--- src/sv/pcbs_pkg.sv ---
// Shared constants for the pressure control breath sequencer.
// No dependencies; imported by the divider and the top level.
`timescale 1ns / 1ps
`default_nettype none

package pcbs_pkg;

  localparam int unsigned DataW  = 16;
  localparam int unsigned CntW   = 5;   // holds DataW itself
  localparam int unsigned SliceMs = 10;

  localparam logic [1:0] ModeStop  = 2'd0;
  localparam logic [1:0] ModePos   = 2'd1;
  localparam logic [1:0] ModePress = 2'd2;
  localparam logic [1:0] ModeSpeed = 2'd3;

  localparam logic [1:0] ErrNone    = 2'd0;
  localparam logic [1:0] ErrVolHigh = 2'd1;
  localparam logic [1:0] ErrVolLow  = 2'd2;
  localparam logic [1:0] ErrPhase   = 2'd3;

  localparam logic [2:0] PhOpen  = 3'd0;
  localparam logic [2:0] PhWait  = 3'd1;
  localparam logic [2:0] PhStart = 3'd2;
  localparam logic [2:0] PhRamp  = 3'd3;
  localparam logic [2:0] PhHold  = 3'd4;
  localparam logic [2:0] PhExh   = 3'd5;

  localparam logic [2:0] RegPeak   = 3'd0;
  localparam logic [2:0] RegRamp   = 3'd1;
  localparam logic [2:0] RegInsp   = 3'd2;
  localparam logic [2:0] RegExp    = 3'd3;
  localparam logic [2:0] RegVolLim = 3'd4;

  typedef struct packed {
    logic             done;
    logic [DataW-1:0] quot;
  } div_stat_t;

endpackage

`default_nettype wire

--- src/sv/pcbs_div.sv ---
// Restoring radix-2 unsigned divider, one quotient bit per cycle.
// Depends on pcbs_pkg.
`timescale 1ns / 1ps
`default_nettype none

module pcbs_div import pcbs_pkg::*; (
  input  wire logic             clk_i,
  input  wire logic             rst_ni,
  input  wire logic             start_i,
  input  wire logic [DataW-1:0] dividend_i,
  input  wire logic [DataW-1:0] divisor_i,
  output div_stat_t             stat_o
);

  logic [DataW-1:0] a_q, a_d;
  logic [DataW-1:0] r_q, r_d;
  logic [DataW-1:0] d_q;
  logic [CntW-1:0]  cnt_q, cnt_d;
  logic             busy_q, busy_d;
  logic             done_q, done_d;
  logic [DataW:0]   trial;
  logic             ge;

  assign trial = {r_q, a_q[DataW-1]};
  assign ge    = trial >= {1'b0, d_q};

  always_comb begin
    a_d    = a_q;
    r_d    = r_q;
    cnt_d  = cnt_q;
    busy_d = busy_q;
    done_d = 1'b0;
    if (start_i) begin
      a_d    = dividend_i;
      r_d    = '0;
      cnt_d  = CntW'(DataW);
      busy_d = 1'b1;
    end else if (busy_q) begin
      // shift in one dividend bit, subtract when it fits
      r_d   = ge ? DataW'(trial - {1'b0, d_q}) : trial[DataW-1:0];
      a_d   = {a_q[DataW-2:0], ge};
      cnt_d = cnt_q - CntW'(1);
      if (cnt_q == CntW'(1)) begin
        busy_d = 1'b0;
        done_d = 1'b1;
      end
    end
  end

  always_ff @(posedge clk_i or negedge rst_ni) begin
    if (!rst_ni) begin
      cnt_q  <= '0;
      busy_q <= 1'b0;
      done_q <= 1'b0;
    end else begin
      cnt_q  <= cnt_d;
      busy_q <= busy_d;
      done_q <= done_d;
    end
  end

  always_ff @(posedge clk_i) begin
    a_q <= a_d;
    r_q <= r_d;
    if (start_i) begin
      d_q <= divisor_i;
    end
  end

  assign stat_o.done = done_q;
  assign stat_o.quot = a_q;

endmodule

`default_nettype wire

--- src/sv/pressure_control_breath_sequencer.sv ---
// Top level of the pressure control breath sequencer: phase sequencer,
// timers, output register. Depends on pcbs_pkg and pcbs_div.
//
//   channel   dir  payload (low bit up)
//   s_axis    in   tdata: motor_stopped[0], measured_volume[16:1], zero[23:17]
//   m_axis    out  tdata: drive_mode_out[1:0], pressure_target[17:2],
//                         error_code[19:18], zero[23:20]
//   cfg       in   cfg_we_i / cfg_addr_i / cfg_wdata_i, write only
//
// A ramp tick short of ramp_time holds the input through the decode state, the
// divider on peak/ramp_time (the multiply is registered as the quotient is
// done), the saturate state and the emit state, which waits while the output
// register is full and not taken. Every other tick passes decode and emit only.
// tready is high only in the idle state. The result sits in an output register,
// so the next tick is taken while it waits. Reset: open phase, drive mode stop.
`timescale 1ns / 1ps
`default_nettype none

module pressure_control_breath_sequencer import pcbs_pkg::*; (
  input  wire logic             clk_i,
  input  wire logic             rst_ni,
  input  wire logic             s_axis_tvalid,
  output logic                  s_axis_tready,
  input  wire logic [23:0]      s_axis_tdata,   // motor_stopped, measured_volume
  output logic                  m_axis_tvalid,
  input  wire logic             m_axis_tready,
  output logic [23:0]           m_axis_tdata,   // drive_mode_out, pressure_target,
                                                // error_code
  input  wire logic             cfg_we_i,
  input  wire logic [2:0]       cfg_addr_i,
  input  wire logic [DataW-1:0] cfg_wdata_i
);

  localparam logic [2:0] SIdle = 3'd0;
  localparam logic [2:0] SCalc = 3'd1;
  localparam logic [2:0] SDiv  = 3'd2;
  localparam logic [2:0] SSat  = 3'd3;
  localparam logic [2:0] SEmit = 3'd4;

  function automatic logic [DataW-1:0] sat_add(input logic [DataW-1:0] t);
    logic [DataW:0] s;
    s = {1'b0, t} + (DataW+1)'(SliceMs);
    return s[DataW] ? '1 : s[DataW-1:0];
  endfunction

  // configuration
  logic [DataW-1:0] peak_q, ramp_q, insp_lim_q, exp_lim_q, vol_lim_q;

  always_ff @(posedge clk_i or negedge rst_ni) begin
    if (!rst_ni) begin
      peak_q     <= DataW'(0);
      ramp_q     <= DataW'(1000);
      insp_lim_q <= DataW'(2000);
      exp_lim_q  <= DataW'(3000);
      vol_lim_q  <= DataW'(65535);
    end else if (cfg_we_i) begin
      unique case (cfg_addr_i)
        RegPeak:   peak_q     <= cfg_wdata_i;
        RegRamp:   ramp_q     <= cfg_wdata_i;
        RegInsp:   insp_lim_q <= cfg_wdata_i;
        RegExp:    exp_lim_q  <= cfg_wdata_i;
        RegVolLim: vol_lim_q  <= cfg_wdata_i;
        default: ;
      endcase
    end
  end

  // sequencer and breath state
  logic [2:0]       st_q, st_d;
  logic [2:0]       phase_q, phase_d;
  logic [DataW-1:0] insp_q, insp_d;
  logic [DataW-1:0] exp_q, exp_d;
  logic [1:0]       mode_q, mode_d;
  logic [DataW-1:0] sp_q, sp_d;
  logic [1:0]       err_q, err_d;
  logic             stop_q;
  logic [DataW-1:0] vol_q;
  logic [2*DataW-1:0] prod_q;
  logic             out_vld_q, out_vld_d;
  logic [23:0]      out_q;
  logic             div_start;
  div_stat_t        div_stat;

  logic             accept;
  logic             emit;
  logic [DataW-1:0] t_ins;

  assign accept = s_axis_tvalid && s_axis_tready;
  assign emit   = (st_q == SEmit) && (!out_vld_q || m_axis_tready);
  assign t_ins  = sat_add(insp_q);

  pcbs_div u_div (
    .clk_i      (clk_i),
    .rst_ni     (rst_ni),
    .start_i    (div_start),
    .dividend_i (peak_q),
    .divisor_i  (ramp_q),
    .stat_o     (div_stat)
  );

  always_comb begin
    st_d      = st_q;
    phase_d   = phase_q;
    insp_d    = insp_q;
    exp_d     = exp_q;
    mode_d    = mode_q;
    sp_d      = sp_q;
    err_d     = err_q;
    div_start = 1'b0;
    unique case (st_q)
      SIdle: begin
        if (accept) begin
          st_d = SCalc;
        end
      end
      SCalc: begin
        err_d  = ErrNone;
        if (stop_q) begin
          mode_d = ModeStop;
        end
        st_d = SEmit;
        unique case (phase_q)
          PhOpen: begin
            mode_d  = ModePos;
            phase_d = PhWait;
          end
          PhWait: begin
            if (mode_d == ModeStop) begin
              phase_d = PhStart;
            end
          end
          PhStart: begin
            mode_d  = ModePress;
            sp_d    = '0;
            insp_d  = '0;
            phase_d = PhRamp;
          end
          PhRamp: begin
            insp_d = t_ins;
            if (t_ins >= ramp_q) begin
              sp_d    = peak_q;
              phase_d = PhHold;
            end else begin
              div_start = 1'b1;
              st_d      = SDiv;
            end
          end
          PhHold: begin
            insp_d = t_ins;
            priority if (t_ins > insp_lim_q) begin
              phase_d = PhExh;
            end else if (vol_q >= vol_lim_q) begin
              err_d   = ErrVolHigh;
              phase_d = PhExh;
            end else if (mode_d == ModeStop) begin
              err_d   = ErrVolLow;
              phase_d = PhExh;
            end
            if (phase_d == PhExh) begin
              exp_d  = '0;
              mode_d = ModeSpeed;
            end
          end
          PhExh: begin
            exp_d = sat_add(exp_q);
            if (exp_d > exp_lim_q) begin
              phase_d = PhOpen;
            end
          end
          default: begin
            err_d   = ErrPhase;
            mode_d  = ModeStop;
            phase_d = PhOpen;
          end
        endcase
      end
      SDiv: begin
        if (div_stat.done) begin
          st_d = SSat;
        end
      end
      SSat: begin
        sp_d = (prod_q[2*DataW-1:DataW] != '0) ? '1 : prod_q[DataW-1:0];
        st_d = SEmit;
      end
      SEmit: begin
        if (emit) begin
          st_d = SIdle;
        end
      end
      default: st_d = SIdle;
    endcase
  end

  always_comb begin
    out_vld_d = out_vld_q;
    if (m_axis_tvalid && m_axis_tready) begin
      out_vld_d = 1'b0;
    end
    if (emit) begin
      out_vld_d = 1'b1;
    end
  end

  always_ff @(posedge clk_i or negedge rst_ni) begin
    if (!rst_ni) begin
      st_q      <= SIdle;
      phase_q   <= PhOpen;
      insp_q    <= '0;
      exp_q     <= '0;
      mode_q    <= ModeStop;
      sp_q      <= '0;
      err_q     <= ErrNone;
      out_vld_q <= 1'b0;
    end else begin
      st_q      <= st_d;
      phase_q   <= phase_d;
      insp_q    <= insp_d;
      exp_q     <= exp_d;
      mode_q    <= mode_d;
      sp_q      <= sp_d;
      err_q     <= err_d;
      out_vld_q <= out_vld_d;
    end
  end

  always_ff @(posedge clk_i) begin
    if (accept) begin
      stop_q <= s_axis_tdata[0];
      vol_q  <= s_axis_tdata[DataW:1];
    end
    // scale the ramp step by the elapsed time once the quotient is ready
    if (div_stat.done) begin
      prod_q <= div_stat.quot * insp_q;
    end
    if (emit) begin
      out_q <= {4'b0, err_q, sp_q, mode_q};
    end
  end

  assign s_axis_tready = (st_q == SIdle);
  assign m_axis_tvalid = out_vld_q;
  assign m_axis_tdata  = out_q;

endmodule

`default_nettype wire
--- config.mk ---
export PLATFORM = sky130hd
export DESIGN_NAME = pressure_control_breath_sequencer
export DESIGN_NICKNAME = d
export VERILOG_FILES = /design/src/sv/pcbs_pkg.sv /design/src/sv/pcbs_div.sv /design/src/sv/pressure_control_breath_sequencer.sv
export SDC_FILE = /design/constraint.sdc
export NUM_CORES = 1
export LEC_CHECK = 0
export BUFFER_PORTS_ARGS = -buffer_cell sky130_fd_sc_hd__buf_2
export CORE_ASPECT_RATIO = 1.25
export CORE_MARGIN = 2
export CORE_UTILIZATION = 37
export DETAILED_ROUTE_END_ITERATION = 8
export SKIP_LAST_GASP = 1
export SYNTH_ARGS = -nofsm -noshare
export SYNTH_HDL_FRONTEND = slang
export SYNTH_SLANG_ARGS = --single-unit
--- constraint.sdc ---
create_clock -name clk_i -period 7.6 [get_ports clk_i]
set_clock_uncertainty 0.15 [all_clocks]
set_input_delay 0 -clock clk_i [delete_from_list [all_inputs] [get_ports clk_i]]
set_output_delay 0 -clock clk_i [all_outputs]
set_load 0.1 [all_outputs]
### Word-level counts from Yosys, hierarchy flattened

Index checks and enable logic that the tools add are counted.

* register bits after elaboration: 263
* input bits: 48
* output and inout port bits: 26
* logic and storage cells: 133

* add/subtract/negate cells: 4
* multipliers: 1
* magnitude comparators: 5
* equality and inequality tests: 24
* mux-type cells: 48
* reduce and logical (&&, ||, !) cells: 28

Operators by type and width (count)
* 16-bit two-way mux: 8
* 16-bit one-hot mux with 2 select lines: 4
* 3-bit two-way mux: 13
* 16-bit by 4-bit adder with 17-bit output (second input constant): 2
* 16-bit greater-or-equal comparator: 2
* 16-bit greater-than comparator: 2
* 16-bit by 16-bit multiplier with 32-bit output: 1
* 3-bit by 2-bit == test with 1-bit output (second input constant): 6
* 3-bit one-hot mux with 6 select lines: 1
* 17-bit by 16-bit greater-or-equal comparator with 1-bit output: 1
* 16-bit nonzero test: 1
* 16-bit subtractor: 1
* 3-bit == test (second input constant): 5
* 3-bit one-hot mux with 5 select lines: 1
* 2-bit two-way mux: 6
* 2-bit AND reduction: 6
* 1-bit two-way mux: 11
* 5-bit two-way mux: 2
* 2-bit != test (second input constant): 5
* 2-bit nonzero test: 5
* 3-bit by 1-bit == test with 1-bit output (second input constant): 3
* 3-bit zero test: 3
* 3-bit AND reduction: 3
* 2-bit one-hot mux with 4 select lines: 1
* other kinds (14): 17

### Depth between registers and ports, before layout

Gate-level depths: netlist of the first run.

* word-level depth: 11
* gate-level depth with buffers: 24
* depth with buffers taken out: 23

### Hierarchy

From an unflattened synthesis of the first run, not the netlist that was laid out.

* cell total of the unflattened synthesis: 2182
* area total of the unflattened synthesis: 21805.9 µm²

Modules (own cells, without submodules)
* pressure_control_breath_sequencer: instances 1, cells an instance 1892, area each 18660.4 µm², seq. area each 5594.1 µm²
* pcbs_div: instances 1, cells an instance 290, area each 3145.5 µm², seq. area each 1456.4 µm²

### Least setup slack after synthesis of the first run

Ideal clock, no wire load.

* kind: flip-flop to flip-flop
* start: register insp_q[6]
* end: register prod_q[31], data pin
* library setup time: 0.260 ns
* data arrival time: 6.094 ns
* data required time: 7.190 ns
* setup slack: 1.096 ns
* cell stages (with the launch flop): 24
* path buffers: 2
* period minus slack after synthesis: 6.504 ns
* cell sequence: dfrtp_1 > buf_1 > clkbuf_1 > and2_1 > fa_1 > inv_1 > fa_1 > fa_1 > fa_1 > inv_1 > fa_1 > inv_1 > fa_1 > inv_1 > ha_1 > a21o_1 > a221o_1 > a311o_1 > o21ai_2 > a21oi_2 > a21oi_2 > o21ai_1 > a21oi_2 > xnor2_1

* longest elaborated chain between the ends: 1

RTL lines
* start, declared: line pressure_control_breath_sequencer.sv:71 `logic [DataW-1:0] insp_q, insp_d;`
* start signal, assigned: line pressure_control_breath_sequencer.sv:218 `insp_q <= insp_d;`
* 16-bit by 16-bit multiplier with 32-bit output: line pressure_control_breath_sequencer.sv:234 `prod_q <= div_stat.quot * insp_q;`
* end signal, assigned: line pressure_control_breath_sequencer.sv:234
* end, declared: line pressure_control_breath_sequencer.sv:78 `logic [2*DataW-1:0] prod_q;`

Every way passes these cells.
A chain may end at the register's enable or synchronous reset.

### Final worst setup path of the first run

* start: register u_div.a_q[7]
* end: register prod_q[30], data pin

* longest elaborated chain between the ends: 1

RTL lines
* start, declared: line pcbs_div.sv:15 `logic [DataW-1:0] a_q, a_d;`
* start signal, assigned: line pcbs_div.sv:63 `a_q <= a_d;`
* 16-bit by 16-bit multiplier with 32-bit output: line pressure_control_breath_sequencer.sv:234

Every way passes these cells.

==> results of run 1 <==
-- stage by stage --
stage	hold WS, ns	area, um2	worst slack (ns)
2_1_floorplan	-0.446	21400	1.10
3_3_place_gp	0.0134	22600	0.578
3_5_place_dp	0.0223	22600	0.525
4_1_cts	0.110	24500	0.497
5_1_grt	0.147	24500	0.164
6_report	0.141	24500	0.503
-- placed cells by master (no fill, tap or decap), types with 12 or more instances in the layout --
cell,instances
nor2_1,95
a211oi_1,12
fa_1,195
nand3_1,26
o31ai_1,18
nand2_1,319
nor2b_1,16
dfxtp_1,16
buf_4,39
ha_1,188
o21ai_0,124
nor3_1,20
a22o_1,13
dfrtp_1,111
nand4_1,12
dlygate4sd3_1,90
xnor2_1,45
mux2i_1,16
edfxtp_1,101
nand2b_1,20
a21o_1,34
and3_1,15
xor2_1,16
clkbuf_16,30
inv_1,331
mux2_2,37
o21a_1,13
dfstp_2,35
a21oi_1,93
buf_2,61
and2_1,120
-- cell type report --
type | count | area, um2 | share of cell area, %
Clock inverter | 20 | 198 | 0.807
Multi-Input combinational cell | 1533 | 12700 | 52.0
Sequential cell | 263 | 7050 | 28.8
Inverter | 331 | 1240 | 5.07
Clock buffer | 36 | 793 | 3.24
Tap cell | 750 | 938 | 3.83
Timing Repair Buffer | 192 | 1540 | 6.27
-- worst paths after layout --
kind                       cells after the start  slack [ns]          endpoint     startpoint
setup / recovery                              21        0.50        prod_q[30]   u_div.a_q[7]
hold / removal                                 4        0.14     m_axis_tvalid  m_axis_tready
setup reg to reg                              21        0.50        prod_q[30]   u_div.a_q[7]
hold reg to reg                                0        0.30  m_axis_tdata[12]       sp_q[10]
max in group asynchronous                      4        5.82    u_div.cnt_q[0]         rst_ni
min in group asynchronous                      3        0.40    insp_lim_q[11]         rst_ni
-- kinds of logic after synthesis --
family	after synthesis	synth area share, %
AOI/OAI and AO/OA	366	10.5
xor gates and xnor gates	61	2.50
adders and majority gates	383	29.2
buffers and inverters	426	7.63
DFF	263	32.9
muxes	53	2.70
other	1	0.0175
and+or+nand+nor	666	14.4
-- tightest hold or removal path, delay by kind of cell --
| family | cells | cell delay [ns] |
|---|---|---|
| buffers and inverters | 2 | 0.61 |
| and+or+nand+nor | 2 | 0.23 |
-- metal layers --
layer | wire length [um] | vias to the layer above
met5 | 0 | -
met4 | 1260 | 0
met2 | 27600 | 372
li1 | - | 7491
met1 | 23000 | 7956
met3 | 2540 | 91
-- power groups by stage --
stage	Sequential [mW]	Combinational [mW]	Clock, mW
after floorplan	2.32	2.36	0
after detailed placement	2.41	3.20	0
after global placement	2.40	3.12	0
after global routing	2.45	3.72	1.55
after CTS	2.39	3.28	1.49
final	2.39	3.27	1.47
-- timing repair --
action / CTS / global route
buffers inserted: 0 / 0
hold buffers: 91 / 0
gates resized for setup: 0 / 0
hold endpoints to repair: 194 / 0
==> impl_metrics.env, run 1 <==
export IMPL_crit_top_cell="fa_1"
export IMPL_final_cells=3125
export IMPL_use_met2_pct=33.0
export IMPL_overflow=0
export IMPL_die_h_um=273
export IMPL_crit_chain="and2_1 > fa_1 > inv_1 > fa_1 > fa_1 > fa_1 > inv_1 > fa_1 > inv_1 > fa_1 > inv_1 > ha_1 > a21o_1 > a221o_1 > a31oi_1 > a211oi_1 > o21ai_2 > nand3b_1 > a31o_1 > o31ai_2 > xnor2_1"
export IMPL_combinationalPowerShare_pct=45.9
export IMPL_cp_top_family="adder cells"
export IMPL_relSlewSlack_pct=21.5
export IMPL_p_leak_nw=11.7
export IMPL_synthesis_area_mm2=0.0214
export IMPL_period_needed_ns=7.10
export IMPL_maxCapViolCount=0
export IMPL_crit_type="reg -> reg"
export IMPL_drcViolationCount=0
export IMPL_swShare_pct=43.0
export IMPL_use_met3_pct=2.58
export IMPL_crit_arrival_ns=7.25
export IMPL_fin_util_pct=42.9
export IMPL_drt_iter0_markers=963
export IMPL_synth_seq_cells=263
export IMPL_cts_tree="built"
export IMPL_ys_flop_type="dfrtp_1"
export IMPL_cpMaxStageDelayCell="edfxtp_1"
export IMPL_start_util_pct=37.5
export IMPL_drtPass1Iterations=5
export IMPL_max_vdd_ir_drop_mv=0.171
export IMPL_ys_warn_count=0
export IMPL_route_vias_total=15900
export IMPL_drive_gt1_share_pct=10.1
export IMPL_maxSlewViolCount=0
export IMPL_avgSynthCellArea_um2=9.64
export IMPL_fill_cells=5395
export IMPL_postRouteAntennaNets=0
export IMPL_core_mm2=0.0571
export IMPL_fin_crit_sh_pct=93.4
export IMPL_cp_end_kind="flip-flop"
export IMPL_synth_top_area_share_pct=18.2
export IMPL_ys_top_cells_by_area="fa_1, edfxtp_1, dfrtp_1, ha_1, inv_1"
export IMPL_power_density_mw_per_mm2=291
export IMPL_cp_data_required_time_ns=7.76
export IMPL_hold_violations=0
export IMPL_nNetsFinal=2782
export IMPL_async_reset_ff_share_pct=55.5
export IMPL_setup_viol=0
export IMPL_critPathMaxFanout=17
export IMPL_clk_latency_ns=0.60
export IMPL_grt_pass1_wl_um=88800
export IMPL_yosys_area_top_type="fa_1"
export IMPL_fp_dieW_um=219
export IMPL_clkPwrFrac_pct=20.6
export IMPL_n_antenna_cell=0
export IMPL_dp_hpwl_um=39900
export IMPL_largest_register="prod_q"
export IMPL_use_met1_pct=23.7
export IMPL_hp_class="in -> reg"
export IMPL_path_buf_inv=4
export IMPL_syn_to_final_growth_pct=14.5
export IMPL_port_buffers=62
export IMPL_grt_max_degree=54
export IMPL_cts_max_path_buffers=3
export IMPL_rows=98
export IMPL_cts_root_buf="clkbuf_16"
export IMPL_clock_sinks=263
export IMPL_first_global_vias=16900
export IMPL_cts_made_buffers=30
export IMPL_largest_register_ffs=32
export IMPL_numPlacedInstances=2978
export IMPL_start_kind="flip-flop"
export IMPL_syn_inst=2219
export IMPL_yosys_top_cells_count="inv_1, nand2_1, fa_1, ha_1, o21ai_0"
export IMPL_cpPeakStageDelay_ns=0.70
export IMPL_clk_pin_slew_worst_paths_ns=0.06
export IMPL_top_level_ports=74
export IMPL_fmax_mhz=141
export IMPL_yosysUniqueCellTypes=66
export IMPL_htreeDepth=1
export IMPL_busiest_layer="met2"
export IMPL_wl_per_cell_um=17.4
export IMPL_fin_setup_tns_ns=0
export IMPL_totalWireLength_um=54400
export IMPL_p_switching_mw=3.07
export IMPL_status="complete, no violations"
export IMPL_grtUsageTotal_pct=18.6
export IMPL_die_area_mm2=0.0598
export IMPL_synth_most_common_cell="inv_1"
export IMPL_power_mw=7.13
export IMPL_place_gp_congestion=0.850
export IMPL_power_frac_seq_pct=33.6
export IMPL_p_int_mw=4.07
export IMPL_routed_via_density=5.09
export IMPL_synth_edff_count=101
export IMPL_rsz0062_at_grt="false"
export IMPL_worst_pin_slew_ns=1.17
export IMPL_antenna_found_initial=0
export IMPL_synth_seq_area_share_pct=32.9
Power figures use the tool's default switching activity.
==> run 2, diff against run 1 <==
==> constraint.sdc (replaced) <==
create_clock -name clk_i -period 7.4 [get_ports clk_i]
set_clock_uncertainty 0.15 [all_clocks]
set_input_delay 0 -clock clk_i [delete_from_list [all_inputs] [get_ports clk_i]]
set_output_delay 0 -clock clk_i [all_outputs]
set_load 0.1 [all_outputs]
==> run 2 against run 1 <==
Against the previous run:
- worst hold slack worse by 0.048 ns
- die area unchanged
- sequential cell count unchanged
- cell count about the same
- final area up 0.20%
==> impl_metrics.env, run 2 (synthesis gave the netlist of run 1 again) <==
export IMPL_first_global_vias=16600
export IMPL_critPathLaunch="u_div.a_q[6]"
export IMPL_fin_setup_tns_ns=0
export IMPL_fin_crit_sh_pct=94.0
export IMPL_rr_startpoint="u_div.a_q[6]"
export IMPL_port_buffers=62
export IMPL_wl_met2_um=27400
export IMPL_totalWireLength_um=53300
export IMPL_power_mw=7.47
export IMPL_rsz0062_at_grt="false"
export IMPL_maxCapViolCount=0
export IMPL_min_from="cfg_we_i"
export IMPL_place_gp_congestion=0.864
export IMPL_cpPeakStageDelay_ns=0.58
export IMPL_route_vias_total=15800
export IMPL_hp_class="in -> reg"
export IMPL_syn_to_final_growth_pct=14.8
export IMPL_cpMaxStageDelayCell="fa_1"
export IMPL_core_mm2=0.0571
export IMPL_design_area_mm2=0.0246
export IMPL_clk_pin_slew_worst_paths_ns=0.06
export IMPL_fill_cells=5464
export IMPL_wl_met1_um=22300
export IMPL_cp_data_required_time_ns=7.58
export IMPL_grtUsageTotal_pct=18.3
export IMPL_cts_made_buffers=31
export IMPL_power_density_mw_per_mm2=304
export IMPL_drive_gt1_share_pct=10.7
export IMPL_fin_util_pct=43.0
export IMPL_antenna_found_initial=0
export IMPL_nNetsFinal=2779
export IMPL_cts_tree="built"
export IMPL_n_antenna_cell=0
export IMPL_dp_hpwl_um=40100
export IMPL_postRouteAntennaNets=0
export IMPL_crit_top_cell="fa_1"
export IMPL_fp_dieW_um=219
export IMPL_crit_chain="and2_1 > fa_1 > inv_1 > fa_1 > fa_1 > fa_1 > inv_1 > fa_1 > inv_1 > fa_1 > inv_1 > ha_1 > and3_1 > a221o_1 > a31oi_1 > a211oi_1 > o21ai_2 > nand3b_1 > a31o_1 > o31ai_2 > xnor2_1"
export IMPL_p_leak_nw=11.8
export IMPL_critPathMaxFanout=8
export IMPL_overflow=0
export IMPL_wl_met3_um=2170
export IMPL_top_level_ports=74
export IMPL_multi_input_area_mm2=0.0127
export IMPL_htreeDepth=1
export IMPL_cts_max_path_buffers=3
export IMPL_grt_max_degree=76
export IMPL_clock_sinks=263
export IMPL_drcViolationCount=0
export IMPL_top_layer="met4"
export IMPL_die_area_mm2=0.0598
export IMPL_mostFrequentLayoutCells="inv_1, nand2_1, fa_1"
export IMPL_seq_area_mm2=0.00705
export IMPL_worst_pin_slew_ns=1.32
export IMPL_start_kind="flip-flop"
export IMPL_final_common_cell="inv_1"
export IMPL_fmax_mhz=144
export IMPL_grt_pass1_wl_um=87300
export IMPL_maxSlewViolCount=0
export IMPL_placed_area_mm2=0.0226
export IMPL_largest_register_ffs=32
export IMPL_crit_type="reg -> reg"
export IMPL_wl_per_cell_um=17.1
export IMPL_clk_latency_ns=0.61
export IMPL_hold_violations=0
export IMPL_cp_end_kind="flip-flop"
export IMPL_post_cts_buffers=0
export IMPL_setup_viol=0
export IMPL_drtPass1Iterations=5
export IMPL_crit_arrival_ns=7.13
export IMPL_drt_iter0_markers=924
export IMPL_routed_via_density=5.05
export IMPL_max_vdd_ir_drop_mv=0.258
export IMPL_rows=98
export IMPL_ctsResizeCount=0
export IMPL_relSlewSlack_pct=11.4
export IMPL_status="complete, no violations"
export IMPL_die_h_um=273
export IMPL_cts_root_buf="clkbuf_16"
export IMPL_start_util_pct=37.5
export IMPL_largest_register="prod_q"
export IMPL_period_needed_ns=6.96
[run 2: power by group]
group	total, mW	leakage [nW]	switching, mW	internal (mW)
registers	2.40	2.88	0.381	2.02
clock network	1.64	0.543	0.672	0.972
logic	3.42	8.32	2.12	1.31
[run 2: stage by stage]
step | setup slack [ns] | hold slack (ns) | instances
after global routing | 0.0794 | 0.118 | 3123
final | 0.442 | 0.0929 | 3123
after floorplan | 0.896 | -0.446 | 2222
after detailed placement | 0.483 | 0.00675 | 2982
after CTS | 0.412 | 0.0458 | 3123
after global placement | 0.543 | -0.0140 | 2982
[run 2: area by class of cell]
cell class | instances | area share (%)
sequential | 263 | 28.7
timing repair buffer | 188 | 6.06
inverter | 331 | 5.06
multi-input combinational | 1533 | 51.9
clock inverter | 22 | 1.12
clock buffer | 36 | 3.32
tap | 750 | 3.82
[run 2: path summary, 6_finish.rpt]
check | to | slack, ns | depth (start not counted)
worst max-delay path | prod_q[30] | 0.44 | 21
worst min-delay path | ramp_q[7] | 0.09 | 7
worst max register to register | prod_q[30] | 0.44 | 21
worst min register to register | m_axis_tdata[14] | 0.30 | 0
max in group asynchronous | ramp_q[15] | 5.89 | 4
min in group asynchronous | vol_lim_q[0] | 0.42 | 3
[run 2: what timing repair did]
action                                  in CTS  in global routing
endpoints found under the hold margin      190                  0
hold buffers                                83                  0
endpoints found under the setup margin       0                  0
[run 2: layer usage]
layer	global-route usage, %	up-vias
met3	2.33	92
met4	5.41	0
met5	0	-
li1	-	7469
met2	32.6	333
met1	23.2	7889
[run 2: worst max-delay path: cells and delay by family, from the launching register on]
kind                       cells  cell delay [ns]
xor gates and xnor gates       1             0.10
and+or+nand+nor                3             0.62
DFF                            1             0.52
adders and majority gates      7             3.46
AOI/OAI and AO/OA              6             1.60
buffers and inverters          4             0.22
